$ cat src/rtl/ncg_pkg.sv
// shared types and palette constants for the nearest color group block
`timescale 1ns / 1ps

package ncg_pkg;

   // fixed point widths
   localparam int HUE_W  = 25;            // degrees in Q16, below 360<<16
   localparam int FOLD_W = 24;            // folded hue distance, at most 180<<16
   localparam int SAT_W  = 17;            // saturation Q16, at most 1.0
   localparam int VAL_W  = 8;
   localparam int DH_W   = 17;
   localparam int DV_W   = 9;
   localparam int DIST_W = 35;
   localparam int QUO_W  = 22;            // quotient bits out of the divider
   localparam int DIV_STAGES = QUO_W;
   localparam int SAT_SHIFT  = 5;         // saturation numerator is pre-scaled by 32

   localparam logic [HUE_W-1:0] HUE_FULL   = 25'd23592960;   // 360 << 16
   localparam logic [HUE_W-1:0] HUE_HALF   = 25'd11796480;   // 180 << 16
   localparam logic [HUE_W-1:0] HUE_BASE_G = 25'd7864320;    // 120 << 16
   localparam logic [HUE_W-1:0] HUE_BASE_B = 25'd15728640;   // 240 << 16

   // reciprocal of 180 scaled by 2^32, rounded up
   localparam logic [24:0] RECIP_180   = 25'd23860930;
   localparam int          RECIP_SHIFT = 32;

   localparam logic [13:0] SIXTY = 14'd60;

   // palette in hsv, precomputed from the rgb table
   localparam int TABLE_LEN = 21;

   localparam logic [HUE_W-1:0] PAL_HUE [TABLE_LEN] = '{
      25'd0,        25'd0,
      25'd0,        25'd19660800, 25'd15728640,
      25'd11796480, 25'd7864320,  25'd3932160,
      25'd0,        25'd19660800, 25'd15728640,
      25'd11796480, 25'd7864320,  25'd3932160,
      25'd0,        25'd19660800, 25'd15728640,
      25'd11796480, 25'd7864320,  25'd3932160,
      25'd0
   };

   localparam logic [SAT_W-1:0] PAL_SAT [TABLE_LEN] = '{
      17'd0,     17'd0,
      17'd65536, 17'd65536, 17'd65536,
      17'd65536, 17'd65536, 17'd65536,
      17'd32639, 17'd32639, 17'd32639,
      17'd32639, 17'd32639, 17'd32639,
      17'd65536, 17'd65536, 17'd65536,
      17'd65536, 17'd65536, 17'd65536,
      17'd0
   };

   localparam logic [VAL_W-1:0] PAL_VAL [TABLE_LEN] = '{
      8'd255, 8'd128,
      8'd255, 8'd255, 8'd255,
      8'd255, 8'd255, 8'd255,
      8'd255, 8'd255, 8'd255,
      8'd255, 8'd255, 8'd255,
      8'd128, 8'd128, 8'd128,
      8'd128, 8'd128, 8'd128,
      8'd0
   };

   // which channel holds the maximum
   typedef enum logic [1:0] {
      SEC_RED,
      SEC_GREEN,
      SEC_BLUE
   } sector_type;

   // pixel in hsv, handed from cell to cell
   typedef struct packed {
      logic             vld;
      logic [HUE_W-1:0] hue;
      logic [SAT_W-1:0] sat;
      logic [VAL_W-1:0] val;
   } hsv_word_type;

   // running best distance
   typedef struct packed {
      logic              vld;
      logic [DIST_W-1:0] cost;
   } best_word_type;

endpackage

$ cat src/rtl/ncg_cell.sv
// one palette entry: distance to the passing pixel and running minimum
`timescale 1ns / 1ps

module ncg_cell
   import ncg_pkg::*;
#(
   parameter int INDEX = 0,
   parameter int IDX_W = 5
)
(
   input  logic          clock,
   input  logic          reset,
   input  hsv_word_type  pix_in,
   output hsv_word_type  pix_out,
   input  best_word_type best_in,
   input  logic [IDX_W-1:0] idx_in,
   output best_word_type best_out,
   output logic [IDX_W-1:0] idx_out
);

   localparam int ENTRY = (INDEX < TABLE_LEN) ? INDEX : TABLE_LEN - 1;
   localparam logic [HUE_W-1:0] HC = PAL_HUE[ENTRY];
   localparam logic [SAT_W-1:0] SC = PAL_SAT[ENTRY];
   localparam logic [VAL_W-1:0] VC = PAL_VAL[ENTRY];
   localparam logic FIRST = (INDEX == 0);

   // pixel passes to the neighbor
   hsv_word_type pix_ff;

   always_ff @(posedge clock) begin
      if (reset) begin
         pix_ff.vld <= 1'b0;
      end else begin
         pix_ff.vld <= pix_in.vld;
      end
      pix_ff.hue <= pix_in.hue;
      pix_ff.sat <= pix_in.sat;
      pix_ff.val <= pix_in.val;
   end

   assign pix_out = pix_ff;

   // absolute differences, hue folded around the circle
   logic [HUE_W-1:0]  dhue;
   logic [FOLD_W-1:0] fold_in;
   logic [SAT_W-1:0]  ds_in;
   logic [VAL_W-1:0]  xv;
   logic [DV_W-1:0]   dv_in;

   always_comb begin
      dhue    = (HC >= pix_in.hue) ? (HC - pix_in.hue) : (pix_in.hue - HC);
      fold_in = (dhue > HUE_HALF) ? FOLD_W'(HUE_FULL - dhue) : dhue[FOLD_W-1:0];
      ds_in   = (SC >= pix_in.sat) ? (SC - pix_in.sat) : (pix_in.sat - SC);
      xv      = (VC >= pix_in.val) ? (VC - pix_in.val) : (pix_in.val - VC);
      // x * 65536 / 65025 for x up to 255
      dv_in   = {1'b0, xv} + {8'd0, xv[7]} + {8'd0, (xv == 8'hFF)};
   end

   logic              v1_ff, v2_ff, v3_ff;
   logic [FOLD_W-1:0] fold_ff;
   logic [SAT_W-1:0]  ds1_ff, ds2_ff;
   logic [DV_W-1:0]   dv1_ff, dv2_ff;
   logic [DH_W-1:0]   dh_ff;
   logic [2*DH_W-1:0] sqh_ff, sqs_ff;
   logic [2*DV_W-1:0] sqv_ff;

   // hue difference over 180 by reciprocal
   logic [FOLD_W+24:0] prod;
   assign prod = {25'd0, fold_ff} * {{FOLD_W{1'b0}}, RECIP_180};

   always_ff @(posedge clock) begin
      if (reset) begin
         v1_ff <= 1'b0;
         v2_ff <= 1'b0;
         v3_ff <= 1'b0;
      end else begin
         v1_ff <= pix_in.vld;
         v2_ff <= v1_ff;
         v3_ff <= v2_ff;
      end
      fold_ff <= fold_in;
      ds1_ff  <= ds_in;
      dv1_ff  <= dv_in;
      dh_ff   <= prod[RECIP_SHIFT +: DH_W];
      ds2_ff  <= ds1_ff;
      dv2_ff  <= dv1_ff;
      sqh_ff  <= {{DH_W{1'b0}}, dh_ff} * {{DH_W{1'b0}}, dh_ff};
      sqs_ff  <= {{SAT_W{1'b0}}, ds2_ff} * {{SAT_W{1'b0}}, ds2_ff};
      sqv_ff  <= {{DV_W{1'b0}}, dv2_ff} * {{DV_W{1'b0}}, dv2_ff};
   end

   // sum and compare against the incoming best
   logic [DIST_W-1:0] sum;
   logic              take;

   always_comb begin
      sum  = DIST_W'(sqh_ff) + DIST_W'(sqs_ff) + DIST_W'(sqv_ff);
      take = FIRST || (sum < best_in.cost);
   end

   best_word_type    best_ff;
   logic [IDX_W-1:0] idx_ff;

   always_ff @(posedge clock) begin
      if (reset) begin
         best_ff.vld <= 1'b0;
      end else begin
         best_ff.vld <= v3_ff;
      end
      best_ff.cost <= take ? sum : best_in.cost;
      idx_ff       <= take ? IDX_W'(INDEX) : idx_in;
   end

   assign best_out = best_ff;
   assign idx_out  = idx_ff;

endmodule
$ cat config.mk
export PLATFORM = sky130hd
export DESIGN_NAME = ncg_cell
export DESIGN_NICKNAME = d
export VERILOG_FILES = /design/src/rtl/ncg_pkg.sv /design/src/rtl/ncg_cell.sv
export SDC_FILE = /design/constraint.sdc
export NUM_CORES = 2
export LEC_CHECK = 0
export BUFFER_PORTS_ARGS = -buffer_cell sky130_fd_sc_hd__buf_2
export CAP_MARGIN = 20
export CORE_UTILIZATION = 55
export DETAILED_ROUTE_END_ITERATION = 8
export MAX_ROUTING_LAYER = met4
export PLACE_DENSITY = 0.84
export SLEW_MARGIN = 40
export SYNTH_ARGS = -nofsm -noshare
export SYNTH_HDL_FRONTEND = slang
export SYNTH_SLANG_ARGS = --single-unit
$ cat constraint.sdc
create_clock -name clock -period 9.18 [get_ports clock]
set_input_delay 1.836 -clock clock [delete_from_list [all_inputs] [get_ports clock]]
set_output_delay 1.836 -clock clock [all_outputs]
set_load 0.02 [all_outputs]
==> results.md <==
- Max-cap violations: 0
- Post-synth ARST share: 0%
- WHS Path Cells: 0
- Die Ht: between 200 and 300 um
- Status: complete, no violations
- Vias: 24,500
- Tcrit/Tclk final: 81.3%
- Routability cong.: roughly 0.93
- Worst skew pair latency: around 0.59 ns
- Routed length per instance: between 15 and 20 um
- DR iter-0 viols: about 1,200
- Setup TNS: 0 ns
- Mean Syn Cell Area: 9.71 um2
- RSZ-0062 raised after global routing: no
- Least-Margin Pin Slew: roughly 0.87 ns
- CTS buffer count: 29
- Share of the synthesized area in the top cell type: between 30% and 40%
- Final hold viol count: 0
- Post CTS Setup Buffer Count: 0
- Final ANT Viol Nets: 0
- GRT Total Usage: 24.4%
- Fillers: slightly above 5,000
- Met1 GRT Util: slightly below 30%
- Reg2Reg Setup Slack: between 1.5 and 2 ns
- Final setup vio count: 0
- Number of global-route vias before repair: 27,000
- Final WL: between 70 and 80 mm
- Kind of end point of the critical path: register
- Register area share after synthesis: between 10% and 20%
- Post-synth EDFFs: 0
- GRT met3 Usage: ~2.6%
- Cts hold-fix bufs: 0
- Main synth FF type: dfxtp_1
- Slew Viols, Final: 0
- Die width: around 260 um
- Initial Util: a little under three fifths
- End of the worst hold path: ds2_ff[4]
- Crit start category: register
- CTS H-tree depth: 1
- Pin count of the biggest net entering global routing: 20
- Residual DRC count: 0
- Bufs on Longest Clock Path: 3
- Area leader, netlist: fa_1
- #FFs+latches synth: between 200 and 300
- IO Port Bufs: approximately 140
- Critical path class: register to register
- Data arrival time of the critical path: 7.93 ns
- Synth Cell Area: about 35,000 um2
- Worst-path fanout max: 5
- Skew final: about 0.015 ns
- Die Area: around 65,000 um2
- Worst endpoint required time: between 9 and 10 ns
- Post_cts resized: 0
- Pre-antenna DRT Iters: 5
- Number of antenna violations at the first check in global routing: 3
- Worst r2r dst: dh_ff[16]
- Worst r2r src: fold_ff[18]
- Top-count cell post-synth: inv_1
- Number of antenna diodes: 0
- Cell Rows: 92
- First-pass GRT wire length: roughly 130 mm
- Share of layout cells above drive strength 1: 5.88%
- CTS tree: built
- Hold_sp: ds1_ff[4]
- Final nets: about 5,000
- Synth unique cells: 70
- Fin util: 59.8%
- Area delta synth->final: 7.13%
- Fmax: 134 MHz
- Grt peak-use layer: met2
- Most common library cells after synthesis: 900 x inv_1, 597 x fa_1, 537 x ha_1
- Reg2reg path depth: 22
- Met2 Track Usage GR: 42.9%
- Num Clock Sinks: around 260
- Min Tclk post-route: around 7.5 ns
- Relative slew slack: about two fifths
- Dominant cells by area after synthesis: fa_1 34%, ha_1 19%, dfxtp_1 15%, inv_1 9.6%, xnor2_1 3.1%
- CORE AREA: between 60,000 and 70,000 um2
- Clock slew at reported path FFs: approximately 0.070 ns
- Grt total ovfl: 0
- Clock root buffer: clkbuf_16
- Detailed Place HPWL: between 60 and 70 mm
- Synth warn: 0
- Synth Instances: between 3,000 and 4,000
- HP Class: register to register
- I/O pins: 186
- Post-DR vias/cell: about 5.3
-- final cells by class --
class / instances / area [um2] / share of cell area (%)
tap: 846 / 1060 / 2.80
timing repair buffer: 142 / 718 / 1.90
inverter: 900 / 3380 / 8.93
clock inverter: 16 / 185 / 0.489
multi-input combinational: 2419 / 26400 / 69.8
clock buffer: 38 / 810 / 2.14
sequential: 263 / 5270 / 13.9
-- registers in the layout, summed over array words and instances (netlist names) --
signal and count:
ds1_ff 17, v2_ff 1, pix_out 48, dh_ff 17, v1_ff 1, sqh_ff 33
sqs_ff 33, dv2_ff 9, fold_ff 24, v3_ff 1, best_out 36, ds2_ff 17
sqv_ff 17, dv1_ff 9
-- cell families (layout without fill, tap and decap cells) --
group	count (synthesis)	after routing	synth area share, %
buffers and inverters	962	1096	10.4
adders and majority gates	1134	1134	52.9
and+or+nand+nor	697	697	9.79
DFF	263	263	14.9
other	1	8	0.0106
AOI/OAI and AO/OA	388	388	7.24
xor gates and xnor gates	183	183	4.54
muxes	9	9	0.276
-- through the flow --
step | area, um2 | std cells | hold WS [ns] | setup slack, ns
2_1_floorplan | 35300 | 3644 | 0.310 | 2.58
3_3_place_gp | 36800 | 4570 | 0.310 | 1.74
3_5_place_dp | 36800 | 4570 | 0.312 | 1.66
4_1_cts | 37800 | 4624 | 0.326 | 1.62
5_1_grt | 37800 | 4624 | 0.336 | 1.30
6_report | 37800 | 4624 | 0.319 | 1.72
-- routing by layer --
layer / share of wire [%] / vias up
met5: 0 / -
met4: 3.7 / 0
met3: 4.9 / 195
met2: 51 / 714
met1: 41 / 12100
li1: - / 11500
-- worst max-delay path: stages (launching register included) --
cell	delay, ns
dfxtp_1	0.56
ha_1	0.37
fa_1	0.55
inv_1	0.05
fa_1	0.47
inv_1	0.06
fa_1	0.48
fa_1	0.51
fa_1	0.49
inv_1	0.05
fa_1	0.47
inv_1	0.04
ha_1	0.32
a21oi_1	0.30
and3_1	0.23
nor3_1	0.06
a211oi_1	0.57
a21oi_1	0.23
o31ai_1	0.38
a211oi_1	0.20
o41ai_1	0.61
mux2i_1	0.25
nand4_1	0.08
-- cell usage in the layout (no fill, tap or decap), types with 59 or more instances in the layout --
cell type,count
a21oi_1,118
dfxtp_1,259
and2_1,155
nand2_1,242
o21ai_0,65
a21o_1,59
inv_1,900
xor2_1,60
fa_1,597
buf_2,139
ha_1,537
xnor2_1,123
nor2_1,110
-- worst max path at each step --
stage | end | from
floorplan | sqs_ff[30] | ds2_ff[14]
global placement | dh_ff[16] | fold_ff[18]
detailed placement | dh_ff[16] | fold_ff[18]
CTS | dh_ff[16] | fold_ff[18]
global route | dh_ff[16] | fold_ff[18]
finish | dh_ff[16] | fold_ff[18]
Power is left out: the tool's default activity adds up to more than one toggle a clock period on the data nets, which glitch-free logic cannot reach.
