==> src/rtl/ncg_pkg.sv <==
// shared types and palette constants for the nearest color group block
`timescale 1ns / 1ps

package ncg_pkg;

   // fixed point widths
   localparam int HUE_W  = 25;            // degrees in Q16, below 360<<16
   localparam int FOLD_W = 24;            // folded hue distance, at most 180<<16
   localparam int SAT_W  = 17;            // saturation Q16, at most 1.0
   localparam int VAL_W  = 8;
   localparam int DH_W   = 17;
   localparam int DV_W   = 9;
   localparam int DIST_W = 35;
   localparam int QUO_W  = 22;            // quotient bits out of the divider
   localparam int DIV_STAGES = QUO_W;
   localparam int SAT_SHIFT  = 5;         // saturation numerator is pre-scaled by 32

   localparam logic [HUE_W-1:0] HUE_FULL   = 25'd23592960;   // 360 << 16
   localparam logic [HUE_W-1:0] HUE_HALF   = 25'd11796480;   // 180 << 16
   localparam logic [HUE_W-1:0] HUE_BASE_G = 25'd7864320;    // 120 << 16
   localparam logic [HUE_W-1:0] HUE_BASE_B = 25'd15728640;   // 240 << 16

   // reciprocal of 180 scaled by 2^32, rounded up
   localparam logic [24:0] RECIP_180   = 25'd23860930;
   localparam int          RECIP_SHIFT = 32;

   localparam logic [13:0] SIXTY = 14'd60;

   // palette in hsv, precomputed from the rgb table
   localparam int TABLE_LEN = 21;

   localparam logic [HUE_W-1:0] PAL_HUE [TABLE_LEN] = '{
      25'd0,        25'd0,
      25'd0,        25'd19660800, 25'd15728640,
      25'd11796480, 25'd7864320,  25'd3932160,
      25'd0,        25'd19660800, 25'd15728640,
      25'd11796480, 25'd7864320,  25'd3932160,
      25'd0,        25'd19660800, 25'd15728640,
      25'd11796480, 25'd7864320,  25'd3932160,
      25'd0
   };

   localparam logic [SAT_W-1:0] PAL_SAT [TABLE_LEN] = '{
      17'd0,     17'd0,
      17'd65536, 17'd65536, 17'd65536,
      17'd65536, 17'd65536, 17'd65536,
      17'd32639, 17'd32639, 17'd32639,
      17'd32639, 17'd32639, 17'd32639,
      17'd65536, 17'd65536, 17'd65536,
      17'd65536, 17'd65536, 17'd65536,
      17'd0
   };

   localparam logic [VAL_W-1:0] PAL_VAL [TABLE_LEN] = '{
      8'd255, 8'd128,
      8'd255, 8'd255, 8'd255,
      8'd255, 8'd255, 8'd255,
      8'd255, 8'd255, 8'd255,
      8'd255, 8'd255, 8'd255,
      8'd128, 8'd128, 8'd128,
      8'd128, 8'd128, 8'd128,
      8'd0
   };

   // which channel holds the maximum
   typedef enum logic [1:0] {
      SEC_RED,
      SEC_GREEN,
      SEC_BLUE
   } sector_type;

   // pixel in hsv, handed from cell to cell
   typedef struct packed {
      logic             vld;
      logic [HUE_W-1:0] hue;
      logic [SAT_W-1:0] sat;
      logic [VAL_W-1:0] val;
   } hsv_word_type;

   // running best distance
   typedef struct packed {
      logic              vld;
      logic [DIST_W-1:0] cost;
   } best_word_type;

endpackage

==> src/rtl/ncg_hsv.sv <==
// rgb to hsv converter with pipelined restoring dividers for hue and saturation
`timescale 1ns / 1ps

module ncg_hsv
   import ncg_pkg::*;
(
   input  logic         clock,
   input  logic         reset,
   input  logic         in_vld,
   input  logic [7:0]   in_red,
   input  logic [7:0]   in_green,
   input  logic [7:0]   in_blue,
   output hsv_word_type out_word
);

   // input word register
   logic       vld_ff;
   logic [7:0] red_ff, green_ff, blue_ff;

   always_ff @(posedge clock) begin
      if (reset) begin
         vld_ff <= 1'b0;
      end else begin
         vld_ff <= in_vld;
      end
      red_ff   <= in_red;
      green_ff <= in_green;
      blue_ff  <= in_blue;
   end

   // max, min and sector
   logic [7:0]  cmax, cmin, diff, anum;
   logic        neg;
   sector_type  sec;
   logic [13:0] a60;

   always_comb begin
      cmax = red_ff;
      if (green_ff > cmax) cmax = green_ff;
      if (blue_ff > cmax) cmax = blue_ff;
      cmin = red_ff;
      if (green_ff < cmin) cmin = green_ff;
      if (blue_ff < cmin) cmin = blue_ff;
      diff = cmax - cmin;
      if (cmax == red_ff) begin
         sec  = SEC_RED;
         neg  = green_ff < blue_ff;
         anum = neg ? (blue_ff - green_ff) : (green_ff - blue_ff);
      end else if (cmax == green_ff) begin
         sec  = SEC_GREEN;
         neg  = blue_ff < red_ff;
         anum = neg ? (red_ff - blue_ff) : (blue_ff - red_ff);
      end else begin
         sec  = SEC_BLUE;
         neg  = red_ff < green_ff;
         anum = neg ? (green_ff - red_ff) : (red_ff - green_ff);
      end
      a60 = {6'd0, anum} * SIXTY;
   end

   // divider pipeline, index 0 is the entry
   logic [7:0]       rt_ff [DIV_STAGES+1];
   logic [QUO_W-1:0] lt_ff [DIV_STAGES+1];
   logic [QUO_W-1:0] qt_ff [DIV_STAGES+1];
   logic [7:0]       rs_ff [DIV_STAGES+1];
   logic [QUO_W-1:0] ls_ff [DIV_STAGES+1];
   logic [QUO_W-1:0] qs_ff [DIV_STAGES+1];
   logic [7:0]       dt_ff [DIV_STAGES+1];
   logic [7:0]       ds_ff [DIV_STAGES+1];
   sector_type       sec_ff [DIV_STAGES+1];
   logic             neg_ff [DIV_STAGES+1];
   logic             zero_ff [DIV_STAGES+1];
   logic             dv_ff [DIV_STAGES+1];

   // entry: hue numerator is a60<<16, saturation numerator is diff<<21
   always_ff @(posedge clock) begin
      if (reset) begin
         dv_ff[0] <= 1'b0;
      end else begin
         dv_ff[0] <= vld_ff;
      end
      rt_ff[0]   <= {2'd0, a60[13:8]} << 2 | {6'd0, a60[7:6]};
      lt_ff[0]   <= {a60[5:0], 16'd0};
      qt_ff[0]   <= '0;
      rs_ff[0]   <= {1'b0, diff[7:1]};
      ls_ff[0]   <= {diff[0], 21'd0};
      qs_ff[0]   <= '0;
      dt_ff[0]   <= diff;
      ds_ff[0]   <= cmax;
      sec_ff[0]  <= sec;
      neg_ff[0]  <= neg;
      zero_ff[0] <= (diff == 8'd0);
   end

   // one quotient bit per stage for each divider
   for (genvar k = 1; k <= DIV_STAGES; k++) begin : g_div
      logic [8:0] r2t, r2s;
      logic       get, ges;

      always_comb begin
         r2t = {rt_ff[k-1], lt_ff[k-1][QUO_W-1]};
         r2s = {rs_ff[k-1], ls_ff[k-1][QUO_W-1]};
         get = r2t >= {1'b0, dt_ff[k-1]};
         ges = r2s >= {1'b0, ds_ff[k-1]};
      end

      always_ff @(posedge clock) begin
         if (reset) begin
            dv_ff[k] <= 1'b0;
         end else begin
            dv_ff[k] <= dv_ff[k-1];
         end
         rt_ff[k]   <= get ? 8'(r2t - {1'b0, dt_ff[k-1]}) : r2t[7:0];
         rs_ff[k]   <= ges ? 8'(r2s - {1'b0, ds_ff[k-1]}) : r2s[7:0];
         lt_ff[k]   <= {lt_ff[k-1][QUO_W-2:0], 1'b0};
         ls_ff[k]   <= {ls_ff[k-1][QUO_W-2:0], 1'b0};
         qt_ff[k]   <= {qt_ff[k-1][QUO_W-2:0], get};
         qs_ff[k]   <= {qs_ff[k-1][QUO_W-2:0], ges};
         dt_ff[k]   <= dt_ff[k-1];
         ds_ff[k]   <= ds_ff[k-1];
         sec_ff[k]  <= sec_ff[k-1];
         neg_ff[k]  <= neg_ff[k-1];
         zero_ff[k] <= zero_ff[k-1];
      end
   end

   // hue assembly from sector base and offset
   logic [HUE_W-1:0] t_ext, base, hue_in;
   logic [SAT_W-1:0] sat_in;

   always_comb begin
      t_ext = {{(HUE_W-QUO_W){1'b0}}, qt_ff[DIV_STAGES]};
      case (sec_ff[DIV_STAGES])
         SEC_RED:   base = neg_ff[DIV_STAGES] ? HUE_FULL : '0;
         SEC_GREEN: base = HUE_BASE_G;
         SEC_BLUE:  base = HUE_BASE_B;
         default:   base = '0;
      endcase
      if (zero_ff[DIV_STAGES]) begin
         hue_in = '0;
         sat_in = '0;
      end else begin
         hue_in = neg_ff[DIV_STAGES] ? (base - t_ext) : (base + t_ext);
         sat_in = qs_ff[DIV_STAGES][SAT_SHIFT +: SAT_W];
      end
   end

   // output word register
   hsv_word_type word_ff;

   always_ff @(posedge clock) begin
      if (reset) begin
         word_ff.vld <= 1'b0;
      end else begin
         word_ff.vld <= dv_ff[DIV_STAGES];
      end
      word_ff.hue <= hue_in;
      word_ff.sat <= sat_in;
      word_ff.val <= ds_ff[DIV_STAGES];
   end

   assign out_word = word_ff;

endmodule

==> config.mk <==
export PLATFORM = sky130hd
export DESIGN_NAME = ncg_hsv
export DESIGN_NICKNAME = d
export VERILOG_FILES = /design/src/rtl/ncg_pkg.sv /design/src/rtl/ncg_hsv.sv
export SDC_FILE = /design/constraint.sdc
export NUM_CORES = 2
export LEC_CHECK = 0
export BUFFER_PORTS_ARGS = -buffer_cell sky130_fd_sc_hd__buf_4
export CAP_MARGIN = 20
export CORE_AREA = 3 3 307 309
export CTS_BUF_LIST = sky130_fd_sc_hd__clkbuf_4
export DETAILED_ROUTE_END_ITERATION = 6
export DIE_AREA = 0 0 310 312
export GPL_TIMING_DRIVEN = 0
export PLACE_DENSITY = 0.78
export SYNTH_ARGS = -nofsm -noshare
export SYNTH_HDL_FRONTEND = slang
export SYNTH_SLANG_ARGS = --single-unit
==> constraint.sdc <==
create_clock -name clock -period 9.45 [get_ports clock]
set_input_delay 1.89 -clock clock [delete_from_list [all_inputs] [get_ports clock]]
set_output_delay 1.89 -clock clock [all_outputs]
set_load 0.02 [all_outputs]
==> key figures <==
Critical path
  • CP Data Required Time: 10.46 ns
  • Worst path buffer plus inverter count: 4
  • Arrival @ worst endpoint: 9.75 ns
  • Crit Path Class: reg2reg
  • Most frequent CP cell: a21oi_1
  • Reg2reg path depth: 33
  • CP Launch Type: flop
  • Cell count along the critical path: 33
  • Crit path largest cell delay: 0.61 ns
  • Endpoint type of the worst setup path: flop
  • Worst Path Max Fanout: 10
  • Critical path's slowest cell: dfxtp_1
  • Delay-heaviest family, CP: compound AO/OA/AOI/OAI gates

Route
  • DR iter-0 viols: 1400
  • Remaining antenna violation count: 0
  • Routed vias/inst: 4.895
  • Wirelength per Cell: between 10 and 15 um
  • Pre-Repair DR Iteration Count: 5
  • DRC: 0
  • Final wirelength: just under 80000 um
  • Vias: around 31000

STA
  • RSZ-0062 raised after global routing: no
  • TNS Setup: 0 ns
  • Fin Hold WS: 0.2370 ns
  • Clock skew: 0.1211 ns
  • Min Tclk post-route: 8.743 ns
  • Fmax: 114.4 MHz
  • Period utilization: 92.51%
  • # setup viols final: 0
  • Pins over their slew limit: 0
  • Final Hold Viols: 0
  • Max_slew headroom: 38.61%
  • Slew @ Worst Pin: 0.9174 ns

Floorplan
  • Core Region: just over 90000 um2
  • Cell row count: 111
  • Die H: 312 um
  • Total die area: between 90000 and 100000 um2
  • Number of I/O pins: 78
  • Die Wd: 310 um
  • Initial Utilization: roughly half

Clock network
  • CTS tree: built
  • Maximum buffer depth of the clock tree: 4
  • Root buffer cell: clkbuf_4
  • Post-CTS Hold Buffers: 0
  • Worst-skew pair later-pin latency: 1.16 ns
  • Post-CTS Resized: 0
  • Clk sink count: 1356
  • Cts bufs inserted: 334
  • Post-CTS setup buffer count: 0
  • Clock-pin slew on the worst setup and hold paths: approximately 0.06 ns
  • H-tree Lvls: 5

Yosys
  • Top_reg_cell synth: dfxtp_1
  • Asr flop ratio synth: 0%
  • Cell count after synthesis: 4533
  • Syn nets: about 5000
  • Seq cells post-synth: around 1400
  • YS warnings: 0
  • Seq/Total Area, Yosys: 57.11%
  • Post-synth EDFFs: 0
  • Cell area after synthesis: around 48000 um2
  • Syn Area/Cell: roughly 10 um2
  • Synth unique cells: 69

Finish
  • Fillers: ~7500
  • Layout cell share with drive strength beyond 1: 11.62%
  • Layout area overhead: 12.51%
  • NumNets Final: 5430
  • Finished Layout Cells: 6337
  • Final Cell Area: approximately 53000 um2

Worst hold path
  • Hold Path Class: reg2reg
  • Hold depth: 0

Global route
  • Antenna violations before repair: 2
  • Largest net degree at the start of global routing: 17
  • GR Overflow Total: 0
  • Vias in the first global route: 31270
  • Total Routing Usage GR: 16.46%
  • First-pass GRT wire length: 134100 um

Placed design
  • Post-DP HPWL: 57090 um
  • Port bufs: 77
  • Placement Cell Area: 49600 um2
  • GPL Wtd Cong: between 0.9 and 1
  • Placed Cells: just under 6000

Outcome
  • Outcome: finished clean

Job
  • Max Cap Viol: 0
==> layer usage <==
metal,share of wire [%],up-vias,global-route usage [%]
met1,42,14200,17.82
met3,4.4,222,4.018
met2,51,689,29.70
met4,3.3,0,8.235
li1,-,15910,-
met5,0,-,0
==> placed cells by master, fill, tap and decap left out, types with 4 or more instances in the layout <==
master    count
clkbuf_1     51
and3_1       77
o221ai_1      4
o31ai_1      79
mux2i_1      20
inv_1       673
or3_1        11
nor2_1      266
ha_1        404
buf_4        77
a21o_1       49
and2_1        9
a31oi_1      10
nor4_1        8
nand4_1      50
o21a_1       13
nand3_1      46
a22oi_1       4
diode_2       5
nand2b_1     10
mux2_2       12
nor2b_1      94
inv_2         8
nor3_1       20
clkinv_2      7
a21boi_0     46
o21ai_0     342
a221oi_1      5
nand2_1     261
clkbuf_4    466
or4_1         8
a311oi_1     36
clkinv_1     50
fa_1         53
a21oi_1     234
o21bai_1     44
dfxtp_1    1355
xnor2_1      91
xor2_1       97
==> worst register-to-register path: cells and delay by family, from the launching register on <==
| family | cells | cell delay (ns) |
|---|---|---|
| DFF | 1 | 0.61 |
| AOI/OAI and AO/OA | 14 | 3.34 |
| adders and majority gates | 5 | 1.98 |
| and+or+nand+nor | 7 | 1.27 |
| muxes | 2 | 0.42 |
| buffers and inverters | 4 | 0.91 |
| xor gates and xnor gates | 1 | 0.12 |
==> cells in the mapped netlist, drive strengths merged, types with 20 or more instances <==
cell	instances	area, um2
o21bai	44	330.3
ha	404	5055
nor2b	94	588.1
a21boi	46	345.3
a21oi	234	1171
xor2	97	849.6
a311oi	36	315.3
dfxtp	1356	27150
nand3	47	240.2
nand4	50	312.8
xnor2	92	824.5
nor2	268	1008
fa	53	1061
o21ai	342	1712
and3	78	489.2
a21o	50	376.6
nand2	262	986.0
nor3	22	115.1
mux2i	20	200.2
o31ai	80	605.6
inv	673	2526
clkbuf	52	195.2
==> path summary, 6_finish.rpt <==
kind                              startpoint  slack, ns      endpoint
worst max-delay path               red_ff[3]       0.71   rt_ff[0][7]
worst min-delay path            qt_ff[3][24]       0.24  qt_ff[3][47]
worst max register to register     red_ff[3]       0.71   rt_ff[0][7]
worst min register to register  qt_ff[3][24]       0.24  qt_ff[3][47]
==> cells by family after synthesis <==
| group | Yosys count | share of synthesized area [%] |
|---|---|---|
| xor gates and xnor gates | 190 | 3.569 |
| adders and majority gates | 460 | 12.93 |
| DFF | 1356 | 57.11 |
| and+or+nand+nor | 878 | 8.755 |
| buffers and inverters | 728 | 5.751 |
| AOI/OAI and AO/OA | 888 | 11.15 |
| muxes | 33 | 0.7370 |
==> final cells by class <==
cell class	instances	area, um2	area share [%]
antenna	5	12.51	0.02339
buffer	55	209.0	0.3907
clock buffer	466	3498	6.541
clock inverter	70	357.8	0.6691
inverter	673	2526	4.723
multi-input combinational	2449	17670	33.04
sequential	1356	27150	50.76
tap	1186	1484	2.775
timing repair buffer	77	578.1	1.081
==> registers in the layout, indices dropped and copies added, names as in the netlist <==
register	flops
dt_ff	176
qt_ff	253
neg_ff	23
rs_ff	128
vld_ff	1
green_ff	8
dv_ff	23
ds_ff	184
rt_ff	176
lt_ff	10
sec_ff	46
qs_ff	238
out_word	51
zero_ff	23
blue_ff	8
red_ff	8
==> through the flow <==
stage | utilization [%] | setup slack, ns
global route | 58.34 | 0.06932
finish | 58.35 | 0.7074
global placement | 54.11 | 0.3242
floorplan | - | 2.006
CTS | 58.32 | 0.09646
detailed placement | 54.11 | 0.1486
Power is left out: the tool's default activity adds up to more than one toggle a clock period on the data nets, which glitch-free logic cannot reach.
